<file path="config.mk">
export PLATFORM = sky130hd
export DESIGN_NAME = postfix_expression_evaluator
export DESIGN_NICKNAME = d
export VERILOG_FILES = /design/src/hw/rtl/pfx_pkg.sv /design/src/hw/rtl/pfx_ctrl.sv /design/src/hw/rtl/pfx_datapath.sv /design/src/hw/rtl/postfix_expression_evaluator.sv
export SDC_FILE = /design/constraint.sdc
export NUM_CORES = 2
export LEC_CHECK = 0
export BUFFER_PORTS_ARGS = -buffer_cell sky130_fd_sc_hd__buf_2
export CAP_MARGIN = 20
export CELL_PAD_IN_SITES_DETAIL_PLACEMENT = 1
export CELL_PAD_IN_SITES_GLOBAL_PLACEMENT = 2
export CORE_MARGIN = 4
export CORE_UTILIZATION = 44
export CTS_CLUSTER_DIAMETER = 80
export CTS_CLUSTER_SIZE = 12
export DETAILED_ROUTE_END_ITERATION = 10
export HOLD_SLACK_MARGIN = 0.05
export PLACE_DENSITY = 0.87
export SLEW_MARGIN = 10
export SYNTH_ARGS = -nofsm -noshare
export SYNTH_HDL_FRONTEND = slang
export SYNTH_SLANG_ARGS = --single-unit
</file>
<file path="constraint.sdc">
create_clock -name clk -period 11.35 [get_ports clk]
set_input_delay 0 -clock clk [delete_from_list [all_inputs] [get_ports clk]]
set_output_delay 0 -clock clk [all_outputs]
set_load 0.02 [all_outputs]
</file>
<file path="src/hw/rtl/pfx_pkg.sv">
// Shared types, codes and arithmetic helpers of the postfix evaluator.
package pfx_pkg;

  // Value format: signed fixed point, 16 fraction bits
  localparam int VAL_W  = 48;
  localparam int FRAC_W = 16;
  localparam int ERR_W  = 3;
  localparam int SYM_W  = 8;
  localparam int CNT_W  = 7;

  localparam logic [VAL_W-1:0] VAL_MAX = {1'b0, {(VAL_W-1){1'b1}}};
  localparam logic [VAL_W-1:0] VAL_MIN = {1'b1, {(VAL_W-1){1'b0}}};

  // Iteration counts of the shared multiply / divide unit
  localparam logic [CNT_W-1:0] MUL_STEPS = 7'd5;
  localparam logic [CNT_W-1:0] DIV_STEPS = 7'd64;

  // Operator characters
  localparam logic [SYM_W-1:0] SYM_PLUS  = 8'h2B;
  localparam logic [SYM_W-1:0] SYM_MINUS = 8'h2D;
  localparam logic [SYM_W-1:0] SYM_STAR  = 8'h2A;
  localparam logic [SYM_W-1:0] SYM_SLASH = 8'h2F;
  localparam logic [SYM_W-1:0] SYM_ZERO  = 8'h30;
  localparam logic [SYM_W-1:0] SYM_NINE  = 8'h39;

  typedef enum logic [ERR_W-1:0] {
    ERR_OK    = 3'd0,
    ERR_UNDER = 3'd1,
    ERR_FULL  = 3'd2,
    ERR_DIV0  = 3'd3,
    ERR_SAT   = 3'd4
  } err_t;

  typedef enum logic [2:0] {
    OP_PUSH,
    OP_ADD,
    OP_SUB,
    OP_MUL,
    OP_DIV
  } op_t;

  typedef enum logic [2:0] {
    S_IDLE,
    S_DECODE,
    S_OPER,
    S_ITER,
    S_RESP
  } state_t;

  // Controller to datapath
  typedef struct packed {
    logic accept;    // latch symbol, clear stack on start flag
    logic push;      // write pushed value, sp + 1
    logic rd_older;  // read entry below the top
    logic op_start;  // load operand magnitudes into the mul/div unit
    logic op_step;   // one iteration of the mul/div unit
    logic commit;    // write result over older operand, sp - 1
    logic out_load;  // load the output register
    err_t err;       // error code of this item
  } cmd_t;

  // Datapath to controller
  typedef struct packed {
    op_t  kind;
    logic sp_full;
    logic sp_lt2;
    logic b_zero;
    logic op_done;
    logic out_free;
  } sts_t;

  typedef struct packed {
    logic             sat;
    logic [VAL_W-1:0] v;
  } res_t;

  function automatic op_t decode_sym(input logic [SYM_W-1:0] s);
    op_t k;
    case (s)
      SYM_PLUS:  k = OP_ADD;
      SYM_MINUS: k = OP_SUB;
      SYM_STAR:  k = OP_MUL;
      SYM_SLASH: k = OP_DIV;
      default:   k = OP_PUSH;
    endcase
    return k;
  endfunction

  function automatic logic [VAL_W-1:0] mag(input logic [VAL_W-1:0] v);
    return v[VAL_W-1] ? (~v + VAL_W'(1)) : v;
  endfunction

  // Clamp a magnitude to the signed range, then apply the sign
  function automatic res_t sat_mag(input logic [79:0] m, input logic neg);
    res_t             r;
    logic [79:0]      lim;
    logic [VAL_W-1:0] mm;
    lim   = neg ? {32'b0, VAL_MIN} : {32'b0, VAL_MAX};
    r.sat = (m > lim);
    mm    = r.sat ? lim[VAL_W-1:0] : m[VAL_W-1:0];
    r.v   = neg ? (~mm + VAL_W'(1)) : mm;
    return r;
  endfunction

  // Saturating add / subtract on 49-bit sums
  function automatic res_t add_sat(input logic [VAL_W-1:0] a, input logic [VAL_W-1:0] b,
                                   input logic sub);
    res_t         r;
    logic [VAL_W:0] s;
    if (sub) begin
      s = {a[VAL_W-1], a} - {b[VAL_W-1], b};
    end else begin
      s = {a[VAL_W-1], a} + {b[VAL_W-1], b};
    end
    r.sat = s[VAL_W] != s[VAL_W-1];
    if (r.sat) begin
      r.v = s[VAL_W] ? VAL_MIN : VAL_MAX;
    end else begin
      r.v = s[VAL_W-1:0];
    end
    return r;
  endfunction

endpackage

</file>
<file path="src/hw/rtl/pfx_ctrl.sv">
// Controller state machine of the postfix evaluator.
module pfx_ctrl import pfx_pkg::*; (
  input  logic clk,
  input  logic rst_n,
  input  logic in_tvalid,
  output logic in_tready,
  input  sts_t sts,
  output cmd_t cmd
);

  state_t state_r, state_nxt;
  err_t   err_r, err_nxt;

  // State and error registers
  always_ff @(posedge clk) begin
    if (!rst_n) begin
      state_r <= S_IDLE;
      err_r   <= ERR_OK;
    end else begin
      state_r <= state_nxt;
      err_r   <= err_nxt;
    end
  end

  // Next state and commands
  always_comb begin
    state_nxt = state_r;
    err_nxt   = err_r;
    in_tready = 1'b0;
    cmd       = '0;
    cmd.err   = err_r;
    case (state_r)
      S_IDLE: begin
        in_tready = 1'b1;
        if (in_tvalid) begin
          cmd.accept = 1'b1;
          err_nxt    = ERR_OK;
          state_nxt  = S_DECODE;
        end
      end
      S_DECODE: begin
        if (sts.kind == OP_PUSH) begin
          if (sts.sp_full) begin
            err_nxt = ERR_FULL;
          end else begin
            cmd.push = 1'b1;
          end
          state_nxt = S_RESP;
        end else if (sts.sp_lt2) begin
          err_nxt   = ERR_UNDER;
          state_nxt = S_RESP;
        end else begin
          cmd.rd_older = 1'b1;
          state_nxt    = S_OPER;
        end
      end
      S_OPER: begin
        case (sts.kind)
          OP_ADD, OP_SUB: begin
            cmd.commit = 1'b1;
            state_nxt  = S_RESP;
          end
          OP_MUL: begin
            cmd.op_start = 1'b1;
            state_nxt    = S_ITER;
          end
          OP_DIV: begin
            if (sts.b_zero) begin
              err_nxt   = ERR_DIV0;
              state_nxt = S_RESP;
            end else begin
              cmd.op_start = 1'b1;
              state_nxt    = S_ITER;
            end
          end
          default: state_nxt = S_RESP;
        endcase
      end
      S_ITER: begin
        if (sts.op_done) begin
          cmd.commit = 1'b1;
          state_nxt  = S_RESP;
        end else begin
          cmd.op_step = 1'b1;
        end
      end
      S_RESP: begin
        if (sts.out_free) begin
          cmd.out_load = 1'b1;
          state_nxt    = S_IDLE;
        end
      end
      default: state_nxt = S_IDLE;
    endcase
  end

endmodule

</file>
<file path="src/hw/rtl/pfx_datapath.sv">
// Datapath of the postfix evaluator: operand stack, mul/div unit, output register.
module pfx_datapath import pfx_pkg::*; #(
  parameter int STACK_DEPTH = 16,
  localparam int AW = (STACK_DEPTH > 1) ? $clog2(STACK_DEPTH) : 1,
  localparam int DW = $clog2(STACK_DEPTH + 1)
) (
  input  logic             clk,
  input  logic             rst_n,
  input  logic [SYM_W-1:0] in_symbol,
  input  logic             in_start_new,
  input  cmd_t             cmd,
  output sts_t             sts,
  input  logic             out_ready,
  output logic             out_valid,
  output logic [VAL_W-1:0] out_top_value,
  output logic [DW-1:0]    out_depth,
  output logic [ERR_W-1:0] out_error_code
);

  logic [VAL_W-1:0] mem [STACK_DEPTH];

  logic [DW-1:0]    sp_r;
  logic [VAL_W-1:0] top_r;
  logic [SYM_W-1:0] sym_r;
  logic             sat_r;
  logic [VAL_W-1:0] rdata_r;
  logic [VAL_W-1:0] ma_r, mb_r;
  logic             neg_r;
  logic [CNT_W-1:0] cnt_r;
  logic [VAL_W-1:0] prod_r;
  logic [1:0]       psh_r;
  logic [95:0]      acc_r;
  logic [VAL_W-1:0] rem_r;
  logic [63:0]      dvd_r;
  logic             out_valid_r;
  logic [VAL_W-1:0] out_top_r;
  logic [DW-1:0]    out_depth_r;
  logic [ERR_W-1:0] out_err_r;

  op_t              kind;
  logic [DW-1:0]    sp_m2;
  logic [VAL_W-1:0] push_val;
  logic             is_digit;
  res_t             res;
  logic [23:0]      mul_a, mul_b;
  logic [95:0]      prod_sh;
  logic [VAL_W:0]   div_t;
  logic [VAL_W:0]   div_diff;
  logic             div_ge;

  assign kind     = decode_sym(sym_r);
  assign sp_m2    = sp_r - DW'(2);
  assign is_digit = (sym_r >= SYM_ZERO) && (sym_r <= SYM_NINE);
  assign push_val = is_digit ? {28'b0, sym_r[3:0], 16'b0} : '0;

  // Status to controller
  assign sts.kind     = kind;
  assign sts.sp_full  = (sp_r == DW'(STACK_DEPTH));
  assign sts.sp_lt2   = (sp_r < DW'(2));
  assign sts.b_zero   = (top_r == '0);
  assign sts.op_done  = (kind == OP_MUL) ? (cnt_r == MUL_STEPS) : (cnt_r == DIV_STEPS);
  assign sts.out_free = !out_valid_r || out_ready;

  // Stack memory: one write port, one registered read port
  always_ff @(posedge clk) begin
    if (cmd.push) begin
      mem[sp_r[AW-1:0]] <= push_val;
    end else if (cmd.commit) begin
      mem[sp_m2[AW-1:0]] <= res.v;
    end
    if (cmd.rd_older) begin
      rdata_r <= mem[sp_m2[AW-1:0]];
    end
  end

  // Stack pointer
  always_ff @(posedge clk) begin
    if (!rst_n) begin
      sp_r <= '0;
    end else if (cmd.accept && in_start_new) begin
      sp_r <= '0;
    end else if (cmd.push) begin
      sp_r <= sp_r + DW'(1);
    end else if (cmd.commit) begin
      sp_r <= sp_r - DW'(1);
    end
  end

  // Cached top entry, symbol and saturation flag
  always_ff @(posedge clk) begin
    if (cmd.accept) begin
      sym_r <= in_symbol;
      sat_r <= 1'b0;
    end
    if (cmd.push) begin
      top_r <= push_val;
    end else if (cmd.commit) begin
      top_r <= res.v;
      sat_r <= res.sat;
    end
  end

  // Partial product selection: lo*lo, lo*hi, hi*lo, hi*hi
  always_comb begin
    case (cnt_r[1:0])
      2'd0:    begin mul_a = ma_r[23:0];  mul_b = mb_r[23:0];  end
      2'd1:    begin mul_a = ma_r[23:0];  mul_b = mb_r[47:24]; end
      2'd2:    begin mul_a = ma_r[47:24]; mul_b = mb_r[23:0];  end
      default: begin mul_a = ma_r[47:24]; mul_b = mb_r[47:24]; end
    endcase
    case (psh_r)
      2'd0:    prod_sh = {48'b0, prod_r};
      2'd1:    prod_sh = {24'b0, prod_r, 24'b0};
      2'd2:    prod_sh = {prod_r, 48'b0};
      default: prod_sh = '0;
    endcase
  end

  // Restoring divider, one quotient bit per step
  assign div_t    = {rem_r, dvd_r[63]};
  assign div_diff = div_t - {1'b0, mb_r};
  assign div_ge   = (div_t >= {1'b0, mb_r});

  // Shared multiply / divide unit
  always_ff @(posedge clk) begin
    if (cmd.op_start) begin
      ma_r  <= mag(rdata_r);
      mb_r  <= mag(top_r);
      neg_r <= rdata_r[VAL_W-1] ^ top_r[VAL_W-1];
      cnt_r <= '0;
      acc_r <= '0;
      rem_r <= '0;
      dvd_r <= {mag(rdata_r), 16'b0};
    end else if (cmd.op_step) begin
      cnt_r <= cnt_r + CNT_W'(1);
      if (kind == OP_MUL) begin
        if (cnt_r < CNT_W'(4)) begin
          prod_r <= {24'b0, mul_a} * {24'b0, mul_b};
          psh_r  <= (cnt_r[1:0] == 2'd0) ? 2'd0 : (cnt_r[1:0] == 2'd3) ? 2'd2 : 2'd1;
        end
        if (cnt_r != '0) begin
          acc_r <= acc_r + prod_sh;
        end
      end else begin
        rem_r <= div_ge ? div_diff[VAL_W-1:0] : div_t[VAL_W-1:0];
        dvd_r <= {dvd_r[62:0], div_ge};
      end
    end
  end

  // Result selection with saturation
  always_comb begin
    case (kind)
      OP_ADD:  res = add_sat(rdata_r, top_r, 1'b0);
      OP_SUB:  res = add_sat(rdata_r, top_r, 1'b1);
      OP_MUL:  res = sat_mag(acc_r[95:FRAC_W], neg_r);
      OP_DIV:  res = sat_mag({16'b0, dvd_r}, neg_r);
      default: res = '{sat: 1'b0, v: top_r};
    endcase
  end

  // Output register
  always_ff @(posedge clk) begin
    if (!rst_n) begin
      out_valid_r <= 1'b0;
    end else if (cmd.out_load) begin
      out_valid_r <= 1'b1;
    end else if (out_ready) begin
      out_valid_r <= 1'b0;
    end
  end

  always_ff @(posedge clk) begin
    if (cmd.out_load) begin
      out_top_r   <= (sp_r == '0) ? '0 : top_r;
      out_depth_r <= sp_r;
      out_err_r   <= (cmd.err == ERR_OK && sat_r) ? ERR_SAT : cmd.err;
    end
  end

  assign out_valid      = out_valid_r;
  assign out_top_value  = out_top_r;
  assign out_depth      = out_depth_r;
  assign out_error_code = out_err_r;

endmodule

</file>
<file path="src/hw/rtl/postfix_expression_evaluator.sv">
// Postfix expression evaluator, top level. Each input item carries one ASCII
// character: a digit pushes its value, + - * / pop two entries and push
// (older op newer), any other character pushes zero; tuser set empties the
// stack first. Values are signed 48-bit fixed point with 16 fraction bits;
// every item yields one result item with the top entry (0 when empty), the
// depth and an error code (underflow, stack full and divide by zero leave the
// stack unchanged; saturated results are clamped and pushed). One item is
// handled at a time: a push, an underflow or a full stack passes the decode
// and response states, + and - and a divide by zero also the operand state,
// and * and / add an iteration state: * forms four 24x24 partial products on
// one multiplier, / runs the restoring divider that forms one quotient bit per
// cycle. The output register lets the next item in while a result waits. The
// stack is a single-port-read memory with no clearing pass.
module postfix_expression_evaluator import pfx_pkg::*; #(
  parameter int STACK_DEPTH = 16,
  localparam int DW    = $clog2(STACK_DEPTH + 1),
  localparam int OUT_W = ((VAL_W + DW + ERR_W + 7) / 8) * 8
) (
  input  logic             clk,
  input  logic             rst_n,
  input  logic             in_tvalid,
  output logic             in_tready,
  input  logic [7:0]       in_tdata,   // symbol[7:0]
  input  logic             in_tuser,   // start_new
  output logic             out_tvalid,
  input  logic             out_tready,
  output logic [OUT_W-1:0] out_tdata   // top_value, depth, error_code, zero fill
);

  cmd_t             cmd;
  sts_t             sts;
  logic [VAL_W-1:0] top_value;
  logic [DW-1:0]    depth;
  logic [ERR_W-1:0] error_code;

  pfx_ctrl u_ctrl (
    .clk       (clk),
    .rst_n     (rst_n),
    .in_tvalid (in_tvalid),
    .in_tready (in_tready),
    .sts       (sts),
    .cmd       (cmd)
  );

  pfx_datapath #(
    .STACK_DEPTH (STACK_DEPTH)
  ) u_dp (
    .clk            (clk),
    .rst_n          (rst_n),
    .in_symbol      (in_tdata),
    .in_start_new   (in_tuser),
    .cmd            (cmd),
    .sts            (sts),
    .out_ready      (out_tready),
    .out_valid      (out_tvalid),
    .out_top_value  (top_value),
    .out_depth      (depth),
    .out_error_code (error_code)
  );

  // Pack result fields, lowest first
  assign out_tdata = OUT_W'({error_code, depth, top_value});

endmodule
</file>
==> impl_metrics.prom <==
# TYPE chip_impl_metric gauge
chip_impl_metric{name="synth_warnings",unit=""} 0
chip_impl_metric{name="die-height",unit="µm"} 462
chip_impl_metric{name="postSynthNetCount",unit=""} 9505
chip_impl_metric{name="clock_net_sink_count",unit=""} 1302
chip_impl_metric{name="final_min_period_over_clock_period",unit="%"} 87.9
chip_impl_metric{name="synth-async-reset-ratio",unit="%"} 0
chip_impl_metric{name="dpl_worst_slack",unit="ns"} 1.44
chip_impl_metric{name="core_region_area",unit="µm²"} 205000
chip_impl_metric{name="antenna_violations_before_repair",unit=""} 13
chip_impl_metric{name="max_root_sink_buffers",unit=""} 3
chip_impl_metric{name="routabilityCongestion",unit=""} 0.978
chip_impl_info{name="endpoint_kind",value="flop"} 1
chip_impl_info{name="crit_slowest_cell",value="sky130_fd_sc_hd__mux2i_2"} 1
chip_impl_metric{name="yosys_reg_bits",unit=""} 1302
chip_impl_info{name="status",value="finished clean"} 1
chip_impl_metric{name="synth_edf_count",unit=""} 1123
chip_impl_metric{name="grt_start_max_net_pins",unit=""} 141
chip_impl_metric{name="initial_utilization",unit="%"} 44.2
chip_impl_info{name="criticalPathCategory",value="reg -> reg"} 1
chip_impl_metric{name="place.detailed.hpwl",unit="µm"} 246000
chip_impl_metric{name="p_leak",unit="nW"} 40.7
chip_impl_metric{name="fp.dieArea",unit="µm²"} 213000
chip_impl_metric{name="htreeDepth",unit=""} 4
chip_impl_metric{name="drive_gt1_share",unit="%"} 9.83
chip_impl_info{name="setup.worst_path.start_class",value="flop"} 1
chip_impl_metric{name="dr_total_vias",unit=""} 70260
chip_impl_metric{name="finalHoldViolCount",unit=""} 0
chip_impl_metric{name="drc_errors",unit=""} 0
chip_impl_metric{name="hold-worst-slack",unit="ns"} 0.149
chip_impl_metric{name="vdd_drop_max",unit="mV"} 0.161
chip_impl_metric{name="signal_arrival_time_at_the_worst_endpoint",unit="ns"} 10.52
chip_impl_metric{name="worst_path_largest_cell_delay",unit="ns"} 0.69
chip_impl_metric{name="top_level_ports",unit=""} 71
chip_impl_metric{name="ctsResizeCount",unit=""} 0
chip_impl_metric{name="drtIter0Drc",unit=""} 7071
chip_impl_metric{name="grt_first_pass_wirelength",unit="µm"} 493000
chip_impl_metric{name="syn-cell-area",unit="µm²"} 90600
chip_impl_metric{name="total_wire_length",unit="µm"} 336000
chip_impl_metric{name="timing.critical_path.required",unit="ns"} 11.89
chip_impl_metric{name="floorplan.die.width",unit="µm"} 462
chip_impl_info{name="grt_setup_unrepaired",value="no"} 1
chip_impl_metric{name="insertion_delay",unit="ns"} 0.83
chip_impl_metric{name="fin_crit",unit="ns"} 9.98
chip_impl_info{name="postSynth.topFlopCell",value="sky130_fd_sc_hd__edfxtp_1"} 1
chip_impl_info{name="cpMostUsedCell",value="sky130_fd_sc_hd__fa_1"} 1
chip_impl_metric{name="post-cts-setup-buffers",unit=""} 0
chip_impl_metric{name="io_buffer_count",unit=""} 70
chip_impl_metric{name="detail-route-antenna-nets",unit=""} 0
chip_impl_metric{name="worst-path-max-fanout",unit=""} 19
chip_impl_metric{name="max_cap_viol_count",unit=""} 0
chip_impl_info{name="holdCritPathClass",value="in -> reg"} 1
chip_impl_metric{name="clk_transition_reported_paths",unit="ns"} 0.06
chip_impl_metric{name="numCtsBuffers",unit=""} 136
chip_impl_metric{name="clock.fmax",unit="MHz"} 100
chip_impl_metric{name="layout_setup_ws",unit="ns"} 1.37
chip_impl_metric{name="holdBufCountCts",unit=""} 23
chip_impl_metric{name="clock-skew-final",unit="ns"} 0.0550
chip_impl_metric{name="placement_rows",unit=""} 166
chip_impl_metric{name="flow.area_growth_from_synthesis",unit="%"} 9.37
chip_impl_metric{name="seq_total_area_yosys",unit="%"} 41.2
chip_impl_metric{name="pwr_density_cell",unit="nW/µm²"} 112
chip_impl_metric{name="setup_total_negative_slack",unit="ns"} 0
chip_impl_info{name="cts_tree",value="done"} 1
chip_impl_metric{name="detail_route.vias_per_cell",unit=""} 6.26
chip_impl_metric{name="detail_route.first_pass.iterations",unit=""} 6
chip_impl_metric{name="slew-limit-headroom",unit="%"} 14.1
chip_impl_metric{name="first_global_vias",unit=""} 73392
chip_impl_metric{name="wl_per_cell",unit="µm"} 29.9
chip_impl_metric{name="gr-usage-all-layers",unit="%"} 31.2
chip_impl_metric{name="synthesis.area_per_instance",unit="µm²"} 10.7
chip_impl_metric{name="number_of_slew_limit_violations_in_the_final_report",unit=""} 0
chip_impl_metric{name="layout.nets",unit=""} 9501
chip_impl_metric{name="setup_violators_final",unit=""} 0
chip_impl_metric{name="worst-slew-pin-transition",unit="ns"} 1.27
chip_impl_metric{name="grt_overflow_total",unit=""} 0
chip_impl_metric{name="synth.distinct_cells",unit=""} 87
chip_impl_metric{name="synthesis.instances",unit=""} 8479
chip_impl_info{name="root_buffer",value="sky130_fd_sc_hd__clkbuf_16"} 1
[stage by stage]
stage	cell area [µm²]	util (%)	instances	power, mW
after floorplan	90600	-	8479	6.31
after global placement	94600	46.2	10992	6.79
after detailed placement	94600	46.2	10993	6.83
after CTS	98900	48.3	11213	11.1
after global routing	99100	48.4	11223	11.5
final	99100	48.4	11228	11.1
[cells in the mapped netlist, types with 75 or more instances]
cell,n,area [µm²]
sky130_fd_sc_hd__edfxtp_1,1123,33700
sky130_fd_sc_hd__nor2_1,776,2910
sky130_fd_sc_hd__inv_1,765,2870
sky130_fd_sc_hd__nand2_1,740,2780
sky130_fd_sc_hd__ha_1,526,6580
sky130_fd_sc_hd__a21oi_1,518,2590
sky130_fd_sc_hd__o21ai_0,496,2480
sky130_fd_sc_hd__fa_1,487,9750
sky130_fd_sc_hd__clkbuf_1,399,1500
sky130_fd_sc_hd__xnor2_1,277,2430
sky130_fd_sc_hd__mux4_2,240,5410
sky130_fd_sc_hd__dfxtp_1,179,3580
sky130_fd_sc_hd__a21o_1,157,1180
sky130_fd_sc_hd__nor3_1,151,756
sky130_fd_sc_hd__nand3_1,145,726
sky130_fd_sc_hd__mux2i_1,90,901
sky130_fd_sc_hd__and2_1,87,544
sky130_fd_sc_hd__xor2_1,84,736
sky130_fd_sc_hd__nand4_1,75,469
[logic make-up after synthesis]
| kind of cell | share of synthesized area, % |
|---|---|
| multiplexers | 7.27 |
| buffers and inverters | 5.02 |
| AO/OA/AOI/OAI | 12.8 |
| XOR/XNOR | 3.49 |
| flip-flops | 41.2 |
| adder cells (fa/ha/maj) | 18.0 |
| AND/OR/NAND/NOR | 12.2 |
[final cells by class]
type                    count  area (µm²)
fillers                 21929      106000
multi-input cells        5966       49200
flip-flops and latches   1302       37300
clock buffers             162        3540
well taps                2688        3360
inverters                 773        2910
repair buffers            296        2200
clock inverters            35         608
diodes                      6        15.0
[cells in the final DEF (no fill, tap or decap), types with 240 or more instances in the layout]
cell / count
sky130_fd_sc_hd__a21oi_1: 516
sky130_fd_sc_hd__edfxtp_1: 1123
sky130_fd_sc_hd__fa_1: 487
sky130_fd_sc_hd__ha_1: 525
sky130_fd_sc_hd__inv_1: 764
sky130_fd_sc_hd__mux4_2: 240
sky130_fd_sc_hd__nand2_1: 738
sky130_fd_sc_hd__nor2_1: 759
sky130_fd_sc_hd__o21ai_0: 489
sky130_fd_sc_hd__xnor2_1: 277
[registers in the layout (all words and copies together) (netlist names), 48 cells and up]
signal              cells
u_dp.ma_r              48
u_dp.top_r             48
u_dp.rem_r             48
u_dp.rdata_r           48
u_dp.prod_r            48
u_dp.dvd_r             64
u_dp.mb_r              48
u_dp.out_top_value     48
u_dp.acc_r             96
u_dp.mem              768
[final timing paths]
| path | depth (start not counted) | slack [ns] | from | to |
|---|---|---|---|---|
| worst max-delay path | 31 | 1.37 | u_dp.cnt_r[0] | u_dp.prod_r[46] |
| worst min register to register | 2 | 0.46 | u_dp.acc_r[14] | u_dp.acc_r[14] |
| worst max register to register | 31 | 1.37 | u_dp.cnt_r[0] | u_dp.prod_r[46] |
| worst min-delay path | 4 | 0.15 | rst_n | u_dp.sp_r[1] |
[where the power goes]
group	switching, mW	internal, mW	total [mW]	leakage (nW)
combinational	0.912	0.553	1.46	25.3
clock	1.99	2.34	4.33	1.99
sequential	0.0481	5.22	5.27	13.5
total	2.95	8.11	11.1	40.7
[worst max-delay path, delay by kind of cell (launching register included)]
| family | cells | cell delay, ns |
|---|---|---|
| xor+xnor | 1 | 0.08 |
| buf+inv | 7 | 0.86 |
| simple gates | 2 | 0.75 |
| compound gates | 11 | 2.74 |
| mux | 1 | 0.69 |
| fa+ha+maj | 9 | 4.11 |
| flops | 1 | 0.44 |
[per-layer routing]
metal	vias up	share of wire (%)	global-route usage, %
li1	30300	-	-
met1	36176	40	40.4
met2	3062	47	51.4
met3	716	7.2	4.52
met4	6	5.9	15.6
met5	-	0.036	0.317
No activity file was read; power rests on OpenSTA's default activity.
